### src/hw/rtl/fbba_pkg.sv
// Shared types, constants and helpers for the free block bitmap allocator.
`timescale 1ns / 1ps

package fbba_pkg;

  // Bitmap geometry
  localparam int MAP_BYTES = 4096;
  localparam int ADDR_W    = $clog2(MAP_BYTES);
  localparam int LIM_W     = 13;
  localparam int BLK_W     = 15;
  localparam int TYPE_W    = 3;

  localparam logic [LIM_W-1:0] MAP_BYTES_L = LIM_W'(MAP_BYTES);

  // Request codes
  localparam logic [TYPE_W-1:0] REQ_FIND  = 3'd0;
  localparam logic [TYPE_W-1:0] REQ_SET   = 3'd1;
  localparam logic [TYPE_W-1:0] REQ_CLEAR = 3'd2;
  localparam logic [TYPE_W-1:0] REQ_WRITE = 3'd3;
  localparam logic [TYPE_W-1:0] REQ_READ  = 3'd4;

  localparam logic [7:0] BYTE_FULL = 8'hFF;

  // Sequencer states
  typedef enum logic [2:0] {
    ST_IDLE,
    ST_FIND,
    ST_RMW,
    ST_READ,
    ST_RESP
  } state_t;

  // One bitmap memory access
  typedef struct packed {
    logic              en;
    logic              we;
    logic [ADDR_W-1:0] addr;
    logic [7:0]        wdata;
  } mem_req_t;

  // Position of the lowest clear bit of a byte (byte must not be all ones)
  function automatic logic [2:0] first_zero(input logic [7:0] b);
    logic [2:0] pos;
    pos = 3'd0;
    for (int k = 7; k >= 0; k--) begin
      if (!b[k]) begin
        pos = 3'(k);
      end
    end
    return pos;
  endfunction

endpackage

### src/hw/rtl/fbba_if.sv
// Request and response channel interfaces of the bitmap allocator.
`timescale 1ns / 1ps

interface fbba_req_if;
  logic                       valid;
  logic                       ready;
  logic [fbba_pkg::TYPE_W-1:0] req_type;
  logic [fbba_pkg::BLK_W-1:0]  block_number;
  logic [fbba_pkg::ADDR_W-1:0] byte_index;
  logic [7:0]                 byte_value;

  modport source (output valid, req_type, block_number, byte_index, byte_value,
                  input ready);
  modport sink   (input valid, req_type, block_number, byte_index, byte_value,
                  output ready);
endinterface

interface fbba_rsp_if;
  logic                       valid;
  logic                       ready;
  logic                       found;
  logic [fbba_pkg::BLK_W-1:0] free_block;
  logic [7:0]                 read_value;
  logic                       status;

  modport source (output valid, found, free_block, read_value, status, input ready);
  modport sink   (input valid, found, free_block, read_value, status, output ready);
endinterface

### src/hw/rtl/fbba_ctrl.sv
// Request sequencer: byte scan for find, read-modify-write, byte access, response.
`timescale 1ns / 1ps

module fbba_ctrl (
  input  logic                        clk,
  input  logic                        rst_n,
  input  logic                        cfg_we,
  input  logic [fbba_pkg::LIM_W-1:0]  cfg_wdata,
  fbba_req_if.sink                    in_req,
  fbba_rsp_if.source                  out_rsp,
  output fbba_pkg::mem_req_t          mem_req,
  input  logic [7:0]                  mem_rdata
);

  fbba_pkg::state_t state_r, state_nxt;

  logic [fbba_pkg::LIM_W-1:0]  bytes_r, bytes_nxt;
  logic [fbba_pkg::TYPE_W-1:0] req_r, req_nxt;
  logic [fbba_pkg::BLK_W-1:0]  blk_r, blk_nxt;
  logic [fbba_pkg::LIM_W-1:0]  scan_r, scan_nxt;
  logic                        pend_r, pend_nxt;
  logic [fbba_pkg::ADDR_W-1:0] pend_addr_r, pend_addr_nxt;
  logic                        found_r, found_nxt;
  logic [fbba_pkg::BLK_W-1:0]  free_r, free_nxt;
  logic [7:0]                  rdv_r, rdv_nxt;
  logic                        stat_r, stat_nxt;
  logic                        ovalid_r, ovalid_nxt;
  logic                        ofound_r, ofound_nxt;
  logic [fbba_pkg::BLK_W-1:0]  ofree_r, ofree_nxt;
  logic [7:0]                  ordv_r, ordv_nxt;
  logic                        ostat_r, ostat_nxt;

  logic [fbba_pkg::LIM_W-1:0]  lim;
  logic                        issue_ok;
  logic [7:0]                  bit_mask;

  // Effective byte count, capped at the store size
  assign lim      = (bytes_r > fbba_pkg::MAP_BYTES_L) ? fbba_pkg::MAP_BYTES_L : bytes_r;
  assign issue_ok = scan_r < lim;
  assign bit_mask = 8'd1 << blk_r[2:0];

  // State registers
  always_ff @(posedge clk) begin
    if (!rst_n) begin
      state_r  <= fbba_pkg::ST_IDLE;
      bytes_r  <= fbba_pkg::MAP_BYTES_L;
      pend_r   <= 1'b0;
      ovalid_r <= 1'b0;
    end else begin
      state_r  <= state_nxt;
      bytes_r  <= bytes_nxt;
      pend_r   <= pend_nxt;
      ovalid_r <= ovalid_nxt;
    end
  end

  // Payload registers
  always_ff @(posedge clk) begin
    req_r       <= req_nxt;
    blk_r       <= blk_nxt;
    scan_r      <= scan_nxt;
    pend_addr_r <= pend_addr_nxt;
    found_r     <= found_nxt;
    free_r      <= free_nxt;
    rdv_r       <= rdv_nxt;
    stat_r      <= stat_nxt;
    ofound_r    <= ofound_nxt;
    ofree_r     <= ofree_nxt;
    ordv_r      <= ordv_nxt;
    ostat_r     <= ostat_nxt;
  end

  // Next state and outputs
  always_comb begin
    state_nxt     = state_r;
    bytes_nxt     = cfg_we ? cfg_wdata : bytes_r;
    req_nxt       = req_r;
    blk_nxt       = blk_r;
    scan_nxt      = scan_r;
    pend_nxt      = pend_r;
    pend_addr_nxt = pend_addr_r;
    found_nxt     = found_r;
    free_nxt      = free_r;
    rdv_nxt       = rdv_r;
    stat_nxt      = stat_r;
    ovalid_nxt    = ovalid_r;
    ofound_nxt    = ofound_r;
    ofree_nxt     = ofree_r;
    ordv_nxt      = ordv_r;
    ostat_nxt     = ostat_r;
    mem_req       = '0;
    in_req.ready  = 1'b0;

    // Output register drains independently
    if (ovalid_r && out_rsp.ready) begin
      ovalid_nxt = 1'b0;
    end

    case (state_r)
      fbba_pkg::ST_IDLE: begin
        in_req.ready = 1'b1;
        if (in_req.valid) begin
          req_nxt   = in_req.req_type;
          blk_nxt   = in_req.block_number;
          scan_nxt  = '0;
          pend_nxt  = 1'b0;
          found_nxt = 1'b0;
          free_nxt  = '0;
          rdv_nxt   = '0;
          stat_nxt  = 1'b0;
          state_nxt = fbba_pkg::ST_RESP;
          case (in_req.req_type)
            fbba_pkg::REQ_FIND: begin
              state_nxt = fbba_pkg::ST_FIND;
            end
            fbba_pkg::REQ_SET, fbba_pkg::REQ_CLEAR: begin
              if ({1'b0, in_req.block_number[fbba_pkg::BLK_W-1:3]} >= lim) begin
                stat_nxt = 1'b1;
              end else begin
                mem_req.en   = 1'b1;
                mem_req.addr = in_req.block_number[fbba_pkg::BLK_W-1:3];
                state_nxt    = fbba_pkg::ST_RMW;
              end
            end
            fbba_pkg::REQ_WRITE: begin
              if ({1'b0, in_req.byte_index} >= lim) begin
                stat_nxt = 1'b1;
              end else begin
                mem_req.en    = 1'b1;
                mem_req.we    = 1'b1;
                mem_req.addr  = in_req.byte_index;
                mem_req.wdata = in_req.byte_value;
              end
            end
            fbba_pkg::REQ_READ: begin
              if ({1'b0, in_req.byte_index} >= lim) begin
                stat_nxt = 1'b1;
              end else begin
                mem_req.en   = 1'b1;
                mem_req.addr = in_req.byte_index;
                state_nxt    = fbba_pkg::ST_READ;
              end
            end
            default: begin
              // unknown request: all-zero response
            end
          endcase
        end
      end

      // One byte read issued per cycle, previous byte checked in parallel
      fbba_pkg::ST_FIND: begin
        mem_req.en    = issue_ok;
        mem_req.addr  = scan_r[fbba_pkg::ADDR_W-1:0];
        pend_nxt      = issue_ok;
        pend_addr_nxt = scan_r[fbba_pkg::ADDR_W-1:0];
        scan_nxt      = scan_r + 1'b1;
        if (pend_r && (mem_rdata != fbba_pkg::BYTE_FULL)) begin
          found_nxt = 1'b1;
          free_nxt  = {pend_addr_r, fbba_pkg::first_zero(mem_rdata)};
          pend_nxt  = 1'b0;
          state_nxt = fbba_pkg::ST_RESP;
        end else if (!issue_ok) begin
          pend_nxt  = 1'b0;
          state_nxt = fbba_pkg::ST_RESP;
        end
      end

      // Write back the byte with one bit set or cleared
      fbba_pkg::ST_RMW: begin
        mem_req.en    = 1'b1;
        mem_req.we    = 1'b1;
        mem_req.addr  = blk_r[fbba_pkg::BLK_W-1:3];
        mem_req.wdata = (req_r == fbba_pkg::REQ_SET) ? (mem_rdata | bit_mask)
                                                     : (mem_rdata & ~bit_mask);
        state_nxt     = fbba_pkg::ST_RESP;
      end

      fbba_pkg::ST_READ: begin
        rdv_nxt   = mem_rdata;
        state_nxt = fbba_pkg::ST_RESP;
      end

      // Hand the result to the output register once it is free
      fbba_pkg::ST_RESP: begin
        if (!ovalid_r || out_rsp.ready) begin
          ovalid_nxt = 1'b1;
          ofound_nxt = found_r;
          ofree_nxt  = free_r;
          ordv_nxt   = rdv_r;
          ostat_nxt  = stat_r;
          state_nxt  = fbba_pkg::ST_IDLE;
        end
      end

      default: begin
        state_nxt = fbba_pkg::ST_IDLE;
      end
    endcase
  end

  assign out_rsp.valid      = ovalid_r;
  assign out_rsp.found      = ofound_r;
  assign out_rsp.free_block = ofree_r;
  assign out_rsp.read_value = ordv_r;
  assign out_rsp.status     = ostat_r;

endmodule

### src/flat_wrapper.sv
// flat-port wrapper written by rule: the top's interface ports become plain ports
module fbba_ctrl_flat 
  (clk, rst_n, cfg_we, cfg_wdata, mem_req, mem_rdata, in_req_valid, in_req_req_type, in_req_block_number, in_req_byte_index, in_req_byte_value, in_req_ready, out_rsp_valid, out_rsp_found, out_rsp_free_block, out_rsp_read_value, out_rsp_status, out_rsp_ready);
  fbba_req_if in_req_i ();
  fbba_rsp_if out_rsp_i ();
  input  logic clk;
  input  logic rst_n;
  input  logic cfg_we;
  input  logic [fbba_pkg::LIM_W-1:0] cfg_wdata;
  output fbba_pkg::mem_req_t mem_req;
  input  logic [7:0] mem_rdata;
  input wire logic [$bits(in_req_i.valid)-1:0] in_req_valid;
  input wire logic [$bits(in_req_i.req_type)-1:0] in_req_req_type;
  input wire logic [$bits(in_req_i.block_number)-1:0] in_req_block_number;
  input wire logic [$bits(in_req_i.byte_index)-1:0] in_req_byte_index;
  input wire logic [$bits(in_req_i.byte_value)-1:0] in_req_byte_value;
  output wire logic [$bits(in_req_i.ready)-1:0] in_req_ready;
  output wire logic [$bits(out_rsp_i.valid)-1:0] out_rsp_valid;
  output wire logic [$bits(out_rsp_i.found)-1:0] out_rsp_found;
  output wire logic [$bits(out_rsp_i.free_block)-1:0] out_rsp_free_block;
  output wire logic [$bits(out_rsp_i.read_value)-1:0] out_rsp_read_value;
  output wire logic [$bits(out_rsp_i.status)-1:0] out_rsp_status;
  input wire logic [$bits(out_rsp_i.ready)-1:0] out_rsp_ready;
  assign in_req_i.valid = in_req_valid;
  assign in_req_i.req_type = in_req_req_type;
  assign in_req_i.block_number = in_req_block_number;
  assign in_req_i.byte_index = in_req_byte_index;
  assign in_req_i.byte_value = in_req_byte_value;
  assign in_req_ready = in_req_i.ready;
  assign out_rsp_valid = out_rsp_i.valid;
  assign out_rsp_found = out_rsp_i.found;
  assign out_rsp_free_block = out_rsp_i.free_block;
  assign out_rsp_read_value = out_rsp_i.read_value;
  assign out_rsp_status = out_rsp_i.status;
  assign out_rsp_i.ready = out_rsp_ready;
  fbba_ctrl u_core (.clk(clk), .rst_n(rst_n), .cfg_we(cfg_we), .cfg_wdata(cfg_wdata), .in_req(in_req_i), .out_rsp(out_rsp_i), .mem_req(mem_req), .mem_rdata(mem_rdata));
endmodule
### config.mk
export PLATFORM = sky130hd
export DESIGN_NAME = fbba_ctrl_flat
export DESIGN_NICKNAME = d
export VERILOG_FILES = /design/src/hw/rtl/fbba_pkg.sv /design/src/hw/rtl/fbba_if.sv /design/src/hw/rtl/fbba_ctrl.sv /design/src/flat_wrapper.sv
export SDC_FILE = /design/constraint.sdc
export NUM_CORES = 1
export LEC_CHECK = 0
export BUFFER_PORTS_ARGS = -buffer_cell sky130_fd_sc_hd__buf_4
export CORE_UTILIZATION = 55
export DETAILED_ROUTE_END_ITERATION = 10
export PLACE_DENSITY = 0.82
export SLEW_MARGIN = 20
export SYNTH_ARGS = -nofsm -noshare
export SYNTH_HDL_FRONTEND = slang
export SYNTH_SLANG_ARGS = --single-unit
### constraint.sdc
create_clock -name clk -period 4.9 [get_ports clk]
set_clock_uncertainty 0.15 [all_clocks]
set_input_delay 0.245 -clock clk [delete_from_list [all_inputs] [get_ports clk]]
set_output_delay 0.245 -clock clk [all_outputs]
set_load 0.03 [all_outputs]
==> summary.json <==
{
  "job": {
    "cap_viol_max_count": 0
  },
  "clock_network": {
    "clock_latency_ns": 0.37,
    "post_cts_resized": 0,
    "clock_tree.htree_level_count": 3,
    "cts_made_buffers": 9,
    "clock-sinks": 111,
    "clock_tree.buffer_depth": 2,
    "post_cts_buffers": 0,
    "tritoncts": "built",
    "clock_tree.root_cell": "clkbuf_8",
    "worst_path_clk_slew_ns": 0.11
  },
  "synthesis": {
    "syn-mean-instance-area_um2": 12.4,
    "synth.yosys.warnings": 0,
    "synth_fp_nets": 553,
    "synthCells": 452,
    "async_flop_share": 0,
    "synth_top_flop_cell": "edfxtp_1",
    "synth_compound_gate_area_share": 0.131,
    "synth_cell_type_count": 61,
    "synth_sequential_area_ratio": 0.561,
    "synth_edf_count": 93,
    "portion_of_netlist_area_occupied_by_mux_cells": 0.0356,
    "xor_xnor_portion_of_the_synthesized_cell_area": 0.0140,
    "netlist_area_before_placement_um2": 5620,
    "synth-simple-area-share": 0.157,
    "synth_top_family_by_area": "simple AND/OR/NAND/NOR gates",
    "synth_fa_ha_area_frac": 0.0824,
    "postSynthRegisterBits": 111
  },
  "placement": {
    "placement.io_buffers": 112,
    "dp_slack_ns": 1.18,
    "dp_hpwl_um": 9250,
    "routabilityCongestion": 0.950
  },
  "critical_path": {
    "crit_path_max_incr_delay_ns": 0.68,
    "critical_path_cell_by_cell": "inv_1 -> nand2_1 -> ha_1 -> and3_1 -> a221oi_1 -> o31ai_1 -> a2111oi_4 -> o2bb2ai_1 -> buf_4",
    "cp_num_buf_inv": 2,
    "cp_max_fo": 14,
    "timing.critical_path.to_type": "output port",
    "setup.worst_path.start_class": "flip-flop",
    "critPathTopFamily": "compound AO/OA/AOI/OAI gates",
    "cp_slowest_cell": "a2111oi_4",
    "worst-setup-path-type": "flip-flop to output port",
    "cp.arrival_ns": 3.78,
    "timing.critical_path.required_ns": 4.51
  },
  "power_and_ir_drop": {
    "fin_total_pwr_mw": 2.07,
    "internal_power_mw": 1.47,
    "p_comb_frac": 0.188,
    "vdd_drop_max_mv": 0.151,
    "switching_power_uw": 601,
    "switching_share": 0.290,
    "power.density_nw_per_um2": 294,
    "seq_power_share": 0.557,
    "p_clk_frac": 0.255,
    "power.leakage_nw": 2.77
  },
  "sta": {
    "timing_worst_slew_pin_value_ns": 1.03,
    "setup_total_negative_slack_ns": 0,
    "setup_violations": 0,
    "final_min_period_over_clock_period": 0.852,
    "relative_slew_slack": 0.314,
    "postLayoutSetupSlackWorst_ns": 0.726,
    "grt_setup_unrepaired": "false",
    "final-hold-violation-count": 1,
    "final.hold.worst_slack_ns": -0.000686,
    "achievable-frequency_mhz": 240,
    "period_needed_ns": 4.17,
    "drv_slew": 0
  },
  "global_routing": {
    "track_usage": 0.251,
    "first_global_vias": 4094,
    "total_global_routing_overflow": 0,
    "grt_max_degree": 28,
    "grt_first_pass_wirelength_um": 19900,
    "grt_antenna_before_repair": 0
  },
  "routing": {
    "detail_route.vias_per_cell": 5.82,
    "via_count": 4224,
    "route.layer.met1.wl_um": 5190,
    "met3_wirelength_um": 663,
    "first_iter_violations": 165,
    "wl_um": 12800,
    "final_antenna_net_count": 0,
    "highest_layer": "met4",
    "met2_wirelength_um": 6610,
    "post-route-drc-count": 0,
    "detail_route.wl_per_cell_um": 17.6,
    "firstDrtPassIters": 5
  },
  "floorplanning": {
    "fp.dieH_um": 103,
    "pin_count": 113,
    "core_area_um2": 9820,
    "die_area_um2": 10600,
    "rows": 36,
    "die_width_um": 103,
    "initial_utilization": 0.572
  },
  "layout": {
    "n_antenna_cell": 0,
    "share_of_cells_above_drive_strength_1": 0.245,
    "layout.nets": 689,
    "area_growth_pct": 25.3,
    "final.fill_count": 681
  },
  "min_path": {
    "min_path_type": "primary input to flip-flop"
  },
  "outcome": {
    "violated_checks": "negative hold slack",
    "run_status": "finished, violations left"
  }
}
==> worst min-delay path: cells and delay by family <==
| kind | cells | cell delay (ns) |
|---|---|---|
| simple gates | 1 | 0.11 |
| buf+inv | 1 | 0.07 |
| mux | 1 | 0.06 |
==> cell type report <==
cell class / count / area, µm² / area share
clock buffers: 9 / 124 / 0.0176
flip-flops and latches: 111 / 3150 / 0.448
clock inverters: 7 / 66.3 / 0.00941
well taps: 133 / 166 / 0.0236
multi-input cells: 314 / 2360 / 0.336
repair buffers: 142 / 1130 / 0.161
inverters: 10 / 37.5 / 0.00533
==> final timing paths <==
check        cells past startpoint                             from                                      end  slack [ns]
max                              9  u_core.bytes_r[12]$_SDFFE_PN1P_                               mem_req[1]        0.73
min                              3                    cfg_wdata[11]          u_core.bytes_r[11]$_SDFFE_PN0P_     -0.0007
min reg2reg                      0  u_core.free_r[13]$_SDFFCE_PN0P_  u_core.out_rsp.free_block[13]$_DFFE_PP_        0.28
max reg2reg                      8  u_core.bytes_r[12]$_SDFFE_PN1P_                  u_core.stat_r$_DFFE_PP_        1.88
==> metal layers <==
| metal | global-route usage | up-vias |
|---|---|---|
| li1 | - | 2014 |
| met1 | 0.303 | 2010 |
| met2 | 0.448 | 173 |
| met3 | 0.0386 | 27 |
| met4 | 0.101 | 0 |
| met5 | 0 | - |
==> state kept, by name, indices dropped and copies added (netlist names) <==
signal and count:
u_core.out_rsp.status 1, u_core.pend_r 1, u_core.out_rsp.read_value 8, u_core.stat_r 1, u_core.free_r 15, u_core.scan_r 13, u_core.out_rsp.found 1, u_core.blk_r 15
u_core.pend_addr_r 12, u_core.state_r 3, u_core.found_r 1, u_core.rdv_r 8, u_core.out_rsp.free_block 15, u_core.bytes_r 13, u_core.req_r 3, u_core.out_rsp.valid 1
==> metrics by stage <==
| step | area [µm²] | instances | utilization |
|---|---|---|---|
| global placement | 6580 | 683 | 0.670 |
| global route | 7040 | 726 | 0.717 |
| floorplan | 5620 | 452 | - |
| CTS | 7040 | 726 | 0.717 |
| finish | 7040 | 726 | 0.717 |
| detailed placement | 6580 | 683 | 0.670 |
==> placed cells by master (no fill, tap or decap), drive strengths merged, types with 3 or more instances in the layout <==
cell         instances
a2111oi              3
a21o                 5
a21oi               16
a221o               12
a22o                11
and2                23
buf                115
clkbuf               9
clkinv               5
dfxtp               18
dlygate4sd3         27
edfxtp              93
ha                  37
inv                 12
mux2i               20
nand2               35
nand3               12
nand4               10
nor2                26
nor2b               15
nor3                 6
nor3b                7
nor4                 3
o21a                 3
o21ai               11
o2bb2ai              8
o31a                 4
or3                  4
or4                  3
xnor2                3
xor2                 6
==> logic make-up after synthesis <==
logic type      Yosys count
xor+xnor                  9
flops                   111
buf+inv                  27
fa+ha+maj                37
compound gates           90
mux                      20
simple gates            158
==> timing repair <==
action,4_1_cts,5_1_grt
endpoints found under the hold margin,27,0
hold buffers,27,0
endpoints found under the setup margin,0,0
==> synth_stat cells, drive strengths merged, types with 11 or more instances <==
cell / number / share of area
nor2: 26 / 0.017
and2: 23 / 0.026
nor2b: 15 / 0.017
nand3: 12 / 0.011
clkbuf: 13 / 0.0087
o21ai: 11 / 0.0098
mux2i: 20 / 0.036
ha: 37 / 0.082
edfxtp: 93 / 0.50
a22o: 11 / 0.017
a21oi: 16 / 0.014
nand2: 35 / 0.023
dfxtp: 18 / 0.064
a221o: 12 / 0.022
==> power by group through the flow <==
stage,combinational [mW],sequential [mW],clock (mW)
floorplan,0.206,1.18,0
global placement,0.355,1.17,0
detailed placement,0.366,1.17,0
CTS,0.386,1.15,0.536
global route,0.420,1.16,0.566
finish,0.389,1.15,0.528
No activity file was read; power rests on OpenSTA's default activity.
